--- config.mk ---
export PLATFORM = sky130hd
export DESIGN_NAME = row_bucket_max_priority_queue
export DESIGN_NICKNAME = d
export VERILOG_FILES = /design/src/rbmpq_pkg.sv /design/src/rbmpq_ram.sv /design/src/rbmpq_dpath.sv /design/src/rbmpq_ctrl.sv /design/src/row_bucket_max_priority_queue.sv
export SDC_FILE = /design/constraint.sdc
export NUM_CORES = 2
export LEC_CHECK = 0
export BUFFER_PORTS_ARGS = -buffer_cell sky130_fd_sc_hd__buf_4
export CORE_ASPECT_RATIO = 1.5
export CORE_UTILIZATION = 35
export CTS_BUF_LIST = sky130_fd_sc_hd__clkbuf_16
export DETAILED_ROUTE_END_ITERATION = 16
export MAX_ROUTING_LAYER = met4
export PLACE_DENSITY_LB_ADDON = 0.3
export SYNTH_ARGS = -nofsm -noshare
export SYNTH_HDL_FRONTEND = slang
export SYNTH_SLANG_ARGS = --single-unit
--- constraint.sdc ---
create_clock -name i_clk -period 13.3 [get_ports i_clk]
set_clock_uncertainty 0.05 [all_clocks]
set_input_delay 0.665 -clock i_clk [delete_from_list [all_inputs] [get_ports i_clk]]
set_output_delay 0.665 -clock i_clk [all_outputs]
set_load 0.02 [all_outputs]
--- src/rbmpq_pkg.sv ---
// ============================================================================
// rbmpq_pkg
// Shared types and codes for the row-bucket max-priority queue.
// ============================================================================
`default_nettype none

package rbmpq_pkg;

    // Operation codes carried in the input beat
    localparam logic OP_INSERT = 1'b0;
    localparam logic OP_REMOVE = 1'b1;

    // Fixed field widths of the channel payloads
    localparam int ITEM_BITS = 16;

    // Input beat
    typedef struct packed {
        logic                 operation;
        logic [ITEM_BITS-1:0] item_value;
    } t_in_item;

    // Output beat
    typedef struct packed {
        logic [ITEM_BITS-1:0] removed_value;
        logic                 insert_rejected;
        logic                 queue_was_empty;
    } t_out_item;

    // Controller to datapath commands
    typedef struct packed {
        logic capture;     // latch the accepted input beat
        logic scan_start;  // clear the tail scan
        logic scan_step;   // examine one row tail
        logic ins_commit;  // append to the accepting row, build result
        logic deq_commit;  // pop the winning row, request new tail
        logic tail_load;   // take new tail from the store read port
        logic out_load;    // move result into the output register
    } t_ctrl_cmd;

    // Datapath to controller status
    typedef struct packed {
        logic is_remove;   // captured beat is a removal
        logic scan_last;   // scan is on the last row
        logic need_read;   // popped row still holds entries
        logic out_free;    // output register can take a result
    } t_dp_status;

endpackage

`default_nettype wire

--- src/rbmpq_ram.sv ---
// ============================================================================
// rbmpq_ram
// Generic single write port, single read port RAM with registered read data.
// ============================================================================
`default_nettype none

module rbmpq_ram #(
    parameter int WIDTH = 16,
    parameter int DEPTH = 64
) (
    input  wire logic                     i_clk,
    input  wire logic                     i_we,
    input  wire logic [$clog2(DEPTH)-1:0] i_waddr,
    input  wire logic [WIDTH-1:0]         i_wdata,
    input  wire logic                     i_re,
    input  wire logic [$clog2(DEPTH)-1:0] i_raddr,
    output logic      [WIDTH-1:0]         o_rdata
);

    logic [WIDTH-1:0] r_mem [DEPTH];

    // write port and registered read port
    always_ff @(posedge i_clk) begin
        if (i_we) begin
            r_mem[i_waddr] <= i_wdata;
        end
        if (i_re) begin
            o_rdata <= r_mem[i_raddr];
        end
    end

endmodule

`default_nettype wire

--- src/rbmpq_dpath.sv ---
// ============================================================================
// rbmpq_dpath
// Queue datapath: per-row fill counts and tail registers, entry store,
// tail scan, insert search and the output register.
// ============================================================================
`default_nettype none

module rbmpq_dpath #(
    parameter int ROW_COUNT  = 8,
    parameter int ROW_DEPTH  = 8,
    parameter int VALUE_BITS = 16
) (
    input  wire logic                  i_clk,
    input  wire logic                  i_rst_n,
    input  wire rbmpq_pkg::t_ctrl_cmd  i_cmd,
    output rbmpq_pkg::t_dp_status      o_status,
    input  wire rbmpq_pkg::t_in_item   i_in_data,
    input  wire logic                  i_out_stall,
    output logic                       o_out_valid,
    output rbmpq_pkg::t_out_item       o_out_data
);

    localparam int RB = (ROW_COUNT > 1) ? $clog2(ROW_COUNT) : 1;
    localparam int SB = (ROW_DEPTH > 1) ? $clog2(ROW_DEPTH) : 1;
    localparam int FB = $clog2(ROW_DEPTH + 1);
    localparam int AW = RB + SB;
    localparam int MEM_DEPTH = 1 << AW;

    // row state
    logic [FB-1:0]         r_fill [ROW_COUNT];
    logic [VALUE_BITS-1:0] r_tail [ROW_COUNT];

    // captured beat
    logic                  r_op;
    logic [VALUE_BITS-1:0] r_val;

    // scan state
    logic [RB-1:0]         r_idx;
    logic                  r_found;
    logic [VALUE_BITS-1:0] r_best;
    logic [RB-1:0]         r_best_row;
    logic [FB-1:0]         r_best_fill;

    // result and output register
    rbmpq_pkg::t_out_item  r_res;
    rbmpq_pkg::t_out_item  r_out;
    logic                  r_out_valid;

    // insert search
    logic                  hit;
    logic [RB-1:0]         hit_row;
    logic [FB-1:0]         hit_fill;

    // scan selection
    logic [FB-1:0]         sel_fill;
    logic [VALUE_BITS-1:0] sel_tail;
    logic                  sel_wins;

    // store ports
    logic                  ram_we;
    logic [AW-1:0]         ram_waddr;
    logic [AW-1:0]         ram_raddr;
    logic [VALUE_BITS-1:0] ram_rdata;

    // capture input beat, value cut or extended to the storage width
    always_ff @(posedge i_clk) begin
        if (i_cmd.capture) begin
            r_op  <= i_in_data.operation;
            r_val <= VALUE_BITS'(i_in_data.item_value);
        end
    end

    // lowest row that is not full and is empty or has a smaller tail
    always_comb begin
        hit      = 1'b0;
        hit_row  = '0;
        hit_fill = '0;
        for (int r = ROW_COUNT - 1; r >= 0; r--) begin
            if (r_fill[r] < FB'(ROW_DEPTH) &&
                (r_fill[r] == '0 || r_tail[r] < r_val)) begin
                hit      = 1'b1;
                hit_row  = RB'(r);
                hit_fill = r_fill[r];
            end
        end
    end

    // one row per scan cycle; strict compare keeps the lowest row on ties
    assign sel_fill = r_fill[r_idx];
    assign sel_tail = r_tail[r_idx];
    assign sel_wins = (sel_fill != '0) && (!r_found || sel_tail > r_best);

    always_ff @(posedge i_clk) begin
        if (!i_rst_n) begin
            r_found <= 1'b0;
            r_idx   <= '0;
        end else if (i_cmd.scan_start) begin
            r_found <= 1'b0;
            r_idx   <= '0;
        end else if (i_cmd.scan_step) begin
            r_idx <= r_idx + RB'(1);
            if (sel_wins) begin
                r_found <= 1'b1;
            end
        end
    end

    always_ff @(posedge i_clk) begin
        if (i_cmd.scan_step && sel_wins) begin
            r_best      <= sel_tail;
            r_best_row  <= r_idx;
            r_best_fill <= sel_fill;
        end
    end

    // fill counts
    always_ff @(posedge i_clk) begin
        if (!i_rst_n) begin
            for (int r = 0; r < ROW_COUNT; r++) begin
                r_fill[r] <= '0;
            end
        end else if (i_cmd.ins_commit && hit) begin
            r_fill[hit_row] <= hit_fill + FB'(1);
        end else if (i_cmd.deq_commit && r_found) begin
            r_fill[r_best_row] <= r_best_fill - FB'(1);
        end
    end

    // tail registers follow the last entry of each row
    always_ff @(posedge i_clk) begin
        if (i_cmd.ins_commit && hit) begin
            r_tail[hit_row] <= r_val;
        end else if (i_cmd.tail_load) begin
            r_tail[r_best_row] <= ram_rdata;
        end
    end

    // entry store: rows at {row, slot}
    assign ram_we    = i_cmd.ins_commit && hit;
    assign ram_waddr = {hit_row, SB'(hit_fill)};
    assign ram_raddr = {r_best_row, SB'(r_best_fill - FB'(2))};

    rbmpq_ram #(
        .WIDTH (VALUE_BITS),
        .DEPTH (MEM_DEPTH)
    ) u_store (
        .i_clk   (i_clk),
        .i_we    (ram_we),
        .i_waddr (ram_waddr),
        .i_wdata (r_val),
        .i_re    (i_cmd.deq_commit),
        .i_raddr (ram_raddr),
        .o_rdata (ram_rdata)
    );

    // result of the current operation
    always_ff @(posedge i_clk) begin
        if (i_cmd.ins_commit) begin
            r_res.removed_value   <= '0;
            r_res.insert_rejected <= !hit;
            r_res.queue_was_empty <= 1'b0;
        end else if (i_cmd.deq_commit) begin
            r_res.removed_value   <= r_found ? (rbmpq_pkg::ITEM_BITS)'(r_best) : '0;
            r_res.insert_rejected <= 1'b0;
            r_res.queue_was_empty <= !r_found;
        end
    end

    // output register
    always_ff @(posedge i_clk) begin
        if (!i_rst_n) begin
            r_out_valid <= 1'b0;
        end else if (i_cmd.out_load) begin
            r_out_valid <= 1'b1;
        end else if (!i_out_stall) begin
            r_out_valid <= 1'b0;
        end
    end

    always_ff @(posedge i_clk) begin
        if (i_cmd.out_load) begin
            r_out <= r_res;
        end
    end

    assign o_out_valid = r_out_valid;
    assign o_out_data  = r_out;

    // status
    assign o_status.is_remove = (r_op == rbmpq_pkg::OP_REMOVE);
    assign o_status.scan_last = (r_idx == RB'(ROW_COUNT - 1));
    assign o_status.need_read = r_found && (r_best_fill > FB'(1));
    assign o_status.out_free  = !r_out_valid || !i_out_stall;

    // a result never carries both flags
    a_flags_excl: assert property (@(posedge i_clk) disable iff (!i_rst_n)
        r_out_valid |-> !(r_out.insert_rejected && r_out.queue_was_empty))
        else $error("rejected and empty flags both set");

    // an empty dequeue returns zero
    a_empty_zero: assert property (@(posedge i_clk) disable iff (!i_rst_n)
        r_out_valid && r_out.queue_was_empty |-> r_out.removed_value == '0)
        else $error("empty dequeue returned a value");

    // a loaded result is presented next cycle
    a_out_load: assert property (@(posedge i_clk) disable iff (!i_rst_n)
        i_cmd.out_load |=> r_out_valid)
        else $error("loaded result not presented");

endmodule

`default_nettype wire

--- src/rbmpq_ctrl.sv ---
// ============================================================================
// rbmpq_ctrl
// Operation sequencer: accept, insert or tail scan, pop, tail refill, result.
// ============================================================================
`default_nettype none

module rbmpq_ctrl (
    input  wire logic                  i_clk,
    input  wire logic                  i_rst_n,
    input  wire logic                  i_in_valid,
    output logic                       o_in_stall,
    input  wire rbmpq_pkg::t_dp_status i_status,
    output rbmpq_pkg::t_ctrl_cmd       o_cmd
);

    localparam logic [2:0] S_IDLE = 3'd0;
    localparam logic [2:0] S_INS  = 3'd1;
    localparam logic [2:0] S_SCAN = 3'd2;
    localparam logic [2:0] S_DEQ  = 3'd3;
    localparam logic [2:0] S_RDW  = 3'd4;
    localparam logic [2:0] S_DONE = 3'd5;

    logic [2:0] r_state;
    logic [2:0] n_state;

    always_ff @(posedge i_clk) begin
        if (!i_rst_n) begin
            r_state <= S_IDLE;
        end else begin
            r_state <= n_state;
        end
    end

    // next state and commands
    always_comb begin
        n_state = r_state;
        o_cmd   = '0;
        case (r_state)
            S_IDLE: begin
                if (i_in_valid) begin
                    o_cmd.capture = 1'b1;
                    n_state       = S_INS;
                end
            end
            S_INS: begin
                if (i_status.is_remove) begin
                    o_cmd.scan_start = 1'b1;
                    n_state          = S_SCAN;
                end else begin
                    o_cmd.ins_commit = 1'b1;
                    n_state          = S_DONE;
                end
            end
            S_SCAN: begin
                o_cmd.scan_step = 1'b1;
                if (i_status.scan_last) begin
                    n_state = S_DEQ;
                end
            end
            S_DEQ: begin
                o_cmd.deq_commit = 1'b1;
                n_state          = i_status.need_read ? S_RDW : S_DONE;
            end
            S_RDW: begin
                o_cmd.tail_load = 1'b1;
                n_state         = S_DONE;
            end
            S_DONE: begin
                if (i_status.out_free) begin
                    o_cmd.out_load = 1'b1;
                    n_state        = S_IDLE;
                end
            end
            default: begin
                n_state = S_IDLE;
            end
        endcase
    end

    assign o_in_stall = (r_state != S_IDLE);

    // at most one state-changing command per cycle
    a_cmd_excl: assert property (@(posedge i_clk) disable iff (!i_rst_n)
        $onehot0({o_cmd.ins_commit, o_cmd.deq_commit, o_cmd.tail_load, o_cmd.out_load}))
        else $error("conflicting commands");

    // tail refill only right after a pop
    a_rdw_after_deq: assert property (@(posedge i_clk) disable iff (!i_rst_n)
        r_state == S_RDW |-> $past(r_state) == S_DEQ)
        else $error("tail refill without pop");

    // an accepted beat starts work
    a_accept_start: assert property (@(posedge i_clk) disable iff (!i_rst_n)
        i_in_valid && !o_in_stall |=> r_state == S_INS)
        else $error("accepted beat not started");

endmodule

`default_nettype wire

--- src/row_bucket_max_priority_queue.sv ---
// ============================================================================
// row_bucket_max_priority_queue
// Max-priority queue kept as rows of ascending runs, one beat in, one out.
// ============================================================================
// One operation is in flight at a time. An insert runs from accept through a
// parallel search of all row tails with append to its result. After the
// accept, a removal clears the tail scan, the row tails are then compared one
// row per cycle, the winner is popped, and, when the popped row still holds
// entries, the new tail comes through the entry store's registered read port.
// The finished result sits in an output register, so a waiting result does
// not hold back the next accept. No clearing pass runs after reset.
`default_nettype none

module row_bucket_max_priority_queue #(
    parameter int ROW_COUNT  = 8,
    parameter int ROW_DEPTH  = 8,
    parameter int VALUE_BITS = 16
) (
    input  wire logic                 i_clk,
    input  wire logic                 i_rst_n,
    input  wire logic                 i_in_valid,
    output logic                      o_in_stall,
    input  wire rbmpq_pkg::t_in_item  i_in_data,
    output logic                      o_out_valid,
    input  wire logic                 i_out_stall,
    output rbmpq_pkg::t_out_item      o_out_data
);

    rbmpq_pkg::t_ctrl_cmd  cmd;
    rbmpq_pkg::t_dp_status status;

    // sequencer
    rbmpq_ctrl u_ctrl (
        .i_clk      (i_clk),
        .i_rst_n    (i_rst_n),
        .i_in_valid (i_in_valid),
        .o_in_stall (o_in_stall),
        .i_status   (status),
        .o_cmd      (cmd)
    );

    // datapath
    rbmpq_dpath #(
        .ROW_COUNT  (ROW_COUNT),
        .ROW_DEPTH  (ROW_DEPTH),
        .VALUE_BITS (VALUE_BITS)
    ) u_dpath (
        .i_clk       (i_clk),
        .i_rst_n     (i_rst_n),
        .i_cmd       (cmd),
        .o_status    (status),
        .i_in_data   (i_in_data),
        .i_out_stall (i_out_stall),
        .o_out_valid (o_out_valid),
        .o_out_data  (o_out_data)
    );

endmodule

`default_nettype wire

==> flow_summary.yaml <==
sta:
  setup_tns_ns: 0
  fin_ws_ns: 7.12
  slew_headroom: 0.188
  tightest_slew_ns: 1.22
  setup_viol: 0
  post-route-period-util: 0.464
  rsz0062_at_grt: "no"
  fin_crit_ns: 6.18
  slew_viol_final: 0
  hold_violations: 0
  fmax_mhz: 162
placement:
  portBuffers: 40
  dpl_worst_slack_ns: 7.07
  dpl.cell_count: 4527
  place_congestion: 0.929
  post-dp-hpwl_mm: 90.4
  post_dp_cell_area_um2: 56000
critical_path:
  crit_path_cell_trace: "buf_4, inv_1, ha_1, a21oi_1, o21ai_0, o211ai_1, o21ai_1, nand2_1, a221oi_1, a21oi_1, nor2_1, nand3b_1, nor2_1, buf_4"
  cp_top_family: "simple AND/OR/NAND/NOR gates"
  critPathArrivalTime_ns: 6.56
  cpMaxStageDelayCell: "nor2_1"
  endpoint_kind: "flip-flop"
  worstPathMaxFanout: 65
  crit_type: "reg2reg"
  timing.reg2reg.worst_path_depth: 14
  max_stage_delay_ns: 0.71
  critPathRequiredTime_ns: 13.69
  cp.depth: 14
  critPathLaunchType: "flip-flop"
  worst-path-buf-inv: 3
layout:
  final_area_um2: 59600
  syn_to_final_growth_pct: 12.7
  layout-drive-gt1-share: 0.264
  finalNetCount: 2872
  instances_no_fill: 4744
  fillers: 13081
floorplanning:
  fp.dieArea_um2: 153000
  die_y_um: 478
  pin_count: 41
  dieWidth_um: 319
  start_util: 0.352
  rows: 174
  coreArea_um2: 150000
clock_tree:
  clk_pin_slew_ns: 0.07
  post_cts_buffers: 0
  clock_path_buffers: 3
  cts_hold_buf: 0
  post_cts_resize_count: 0
  cts_made_buffers: 115
  cts_sinks: 1287
  htree_levels: 3
  clock-root-buffer: "clkbuf_16"
  clk_latency_ns: 0.76
  cts_tree: "built"
detailed_routing:
  drc: 0
  ant_nets: 0
  drt-initial-drc-count: 2060
  routed_via_density: 5.41
  avgRoutedWirePerCell_um: 28.6
  dr.pass1.iters: 5
  dr_total_vias: 25668
  wl_mm: 136
logic_synthesis:
  synth-edff-count: 1259
  syn_nets: 2737
  synthFlopType: "edfxtp_1"
  syn_inst: 2573
  synth-seq-cells: 1287
  synthDistinctLibCells: 84
  yosys_warnings: 0
  syn-cell-area_um2: 52900
  synth-seq-area-share: 0.726
  async_flop_share: 0
  syn_avg_cell_area_um2: 20.5
run:
  max-cap-violations: 0
grt:
  grt_pass1_vias: 27193
  antenna_found_initial: 4
  globalRouteOverflowTotal: 0
  grt_usage: 0.184
  grt_pass1_wl_mm: 196
  grt_start_max_net_pins: 145
outcome:
  status: "finished clean"
worst_hold_path:
  min_path_cells: 1
  min_path_type: "in2reg"
pwr:
  ir_worst_vdd_uv: 109
  p_leak_nw: 19.0
  pwr_density_cell_nw_per_um2: 145
-- worst paths after layout --
path / startpoint / endpoint / slack [ns]
min: i_in_data[0] / u_dpath.r_val[0] / 0.05
max: u_dpath.r_val[9] / u_dpath.u_store.r_mem[40][9] / 7.12
max reg2reg: u_dpath.r_val[9] / u_dpath.u_store.r_mem[40][9] / 7.12
min reg2reg: u_dpath.r_res[1] / u_dpath.o_out_data[1] / 0.38
-- routing by layer --
metal	vias to the layer above	GRT usage	share of wire
li1	11007	-	-
met3	187	0.0204	0.040
met4	0	0.0626	0.031
met2	687	0.340	0.56
met1	13787	0.205	0.37
met5	-	-	0
-- state kept, by name, summed over array words and instances, names as in the netlist, 4 cells and up, named ones only --
| signal | cells |
|---|---|
| u_dpath.u_store.r_mem | 1024 |
| u_dpath.r_tail | 128 |
| u_dpath.r_fill | 32 |
| u_dpath.o_out_data | 18 |
| u_dpath.r_res | 18 |
| u_dpath.r_best | 16 |
| u_dpath.r_val | 16 |
| u_dpath.u_store.o_rdata | 16 |
| u_dpath.r_best_fill | 4 |
-- stage by stage --
step                 util  total power, mW  hold WS (ns)
detailed placement  0.373             5.51         0.368
global route        0.397             8.88        0.0323
floorplan               -             5.16         0.350
global placement    0.373             5.50         0.370
CTS                 0.397             8.71       0.00207
finish              0.397             8.63        0.0510
-- where the power goes --
group,internal (mW),switching [mW]
Sequential,4.59,0.0321
Combinational,0.259,0.537
Clock,1.72,1.49
-- cell families (layout without fill, tap and decap cells) --
family | Yosys count | after routing | share of synthesized area
other | 0 | 7 | 0
buffers and inverters | 157 | 385 | 0.0115
multiplexers | 402 | 402 | 0.166
adder cells (fa/ha/maj) | 143 | 143 | 0.0338
flip-flops | 1287 | 1287 | 0.726
XOR/XNOR | 4 | 4 | 0.000663
AND/OR/NAND/NOR | 344 | 344 | 0.0316
AO/OA/AOI/OAI | 236 | 236 | 0.0309
-- area by class of cell --
type                            instances  area (µm²)  area share
Antenna cell                            7        17.5    0.000294
Sequential cell                      1287       38400       0.644
Clock buffer                          117        2930      0.0491
Clock inverter                         93         688      0.0115
Inverter                               49         184     0.00309
Tap cell                             1936        2420      0.0406
Multi-Input combinational cell       1129       14000       0.235
Timing Repair Buffer                  126         983      0.0165
-- placed cells by master (no fill, tap or decap), types with 7 or more instances in the layout --
master and instances:
a21o_1 13, nand3_1 11, nor2_2 16, nor2b_1 18, o211ai_1 10, buf_4 123
mux2_2 22, nand2b_1 11, o21a_1 11, o21ai_0 51, nand4_1 13, inv_1 76
or2_2 7, a21oi_1 56, edfxtp_1 1259, a211oi_1 23, clkbuf_16 117, mux4_2 376
ha_1 142, and2_1 17, nor2_1 102, clkinvlp_4 7, dfxtp_1 26, diode_2 7
clkinv_2 13, or3_1 10, and3_1 12, nand2_1 92, clkinv_1 24
-- cells in the mapped netlist (all sizes together), types with 3 or more instances --
library cell  count  area [µm²]
nor3b             4        30.0
nand4            13        81.3
nor3              6        30.0
mux4            376        8470
buf              38         161
nor4              5        46.3
o211ai           10        75.1
edfxtp         1259       37800
a221oi            7        73.8
o21a             11        82.6
a221o             5        50.1
o2111ai           3        26.3
nand2b           11        68.8
xnor2             3        26.3
clkbuf           70         263
o21ai            61         313
or3b              4        37.5
or3              11        73.8
a21boi            3        22.5
ha              143        1790
nand2            92         345
a2111oi           4        47.6
a31oi             3        18.8
mux2             22         248
inv              48         180
a21oi            60         304
or2              10        62.6
nor2b            21         139
nor2            118         450
nand3            11        55.1
mux2i             4        40.0
and2             18         113
a211oi           25         205
and3             12        75.1
o221ai            4        41.3
o31ai             4        35.0
dfxtp            28         561
a21o             13        97.6
Power figures use the tool's default switching activity.
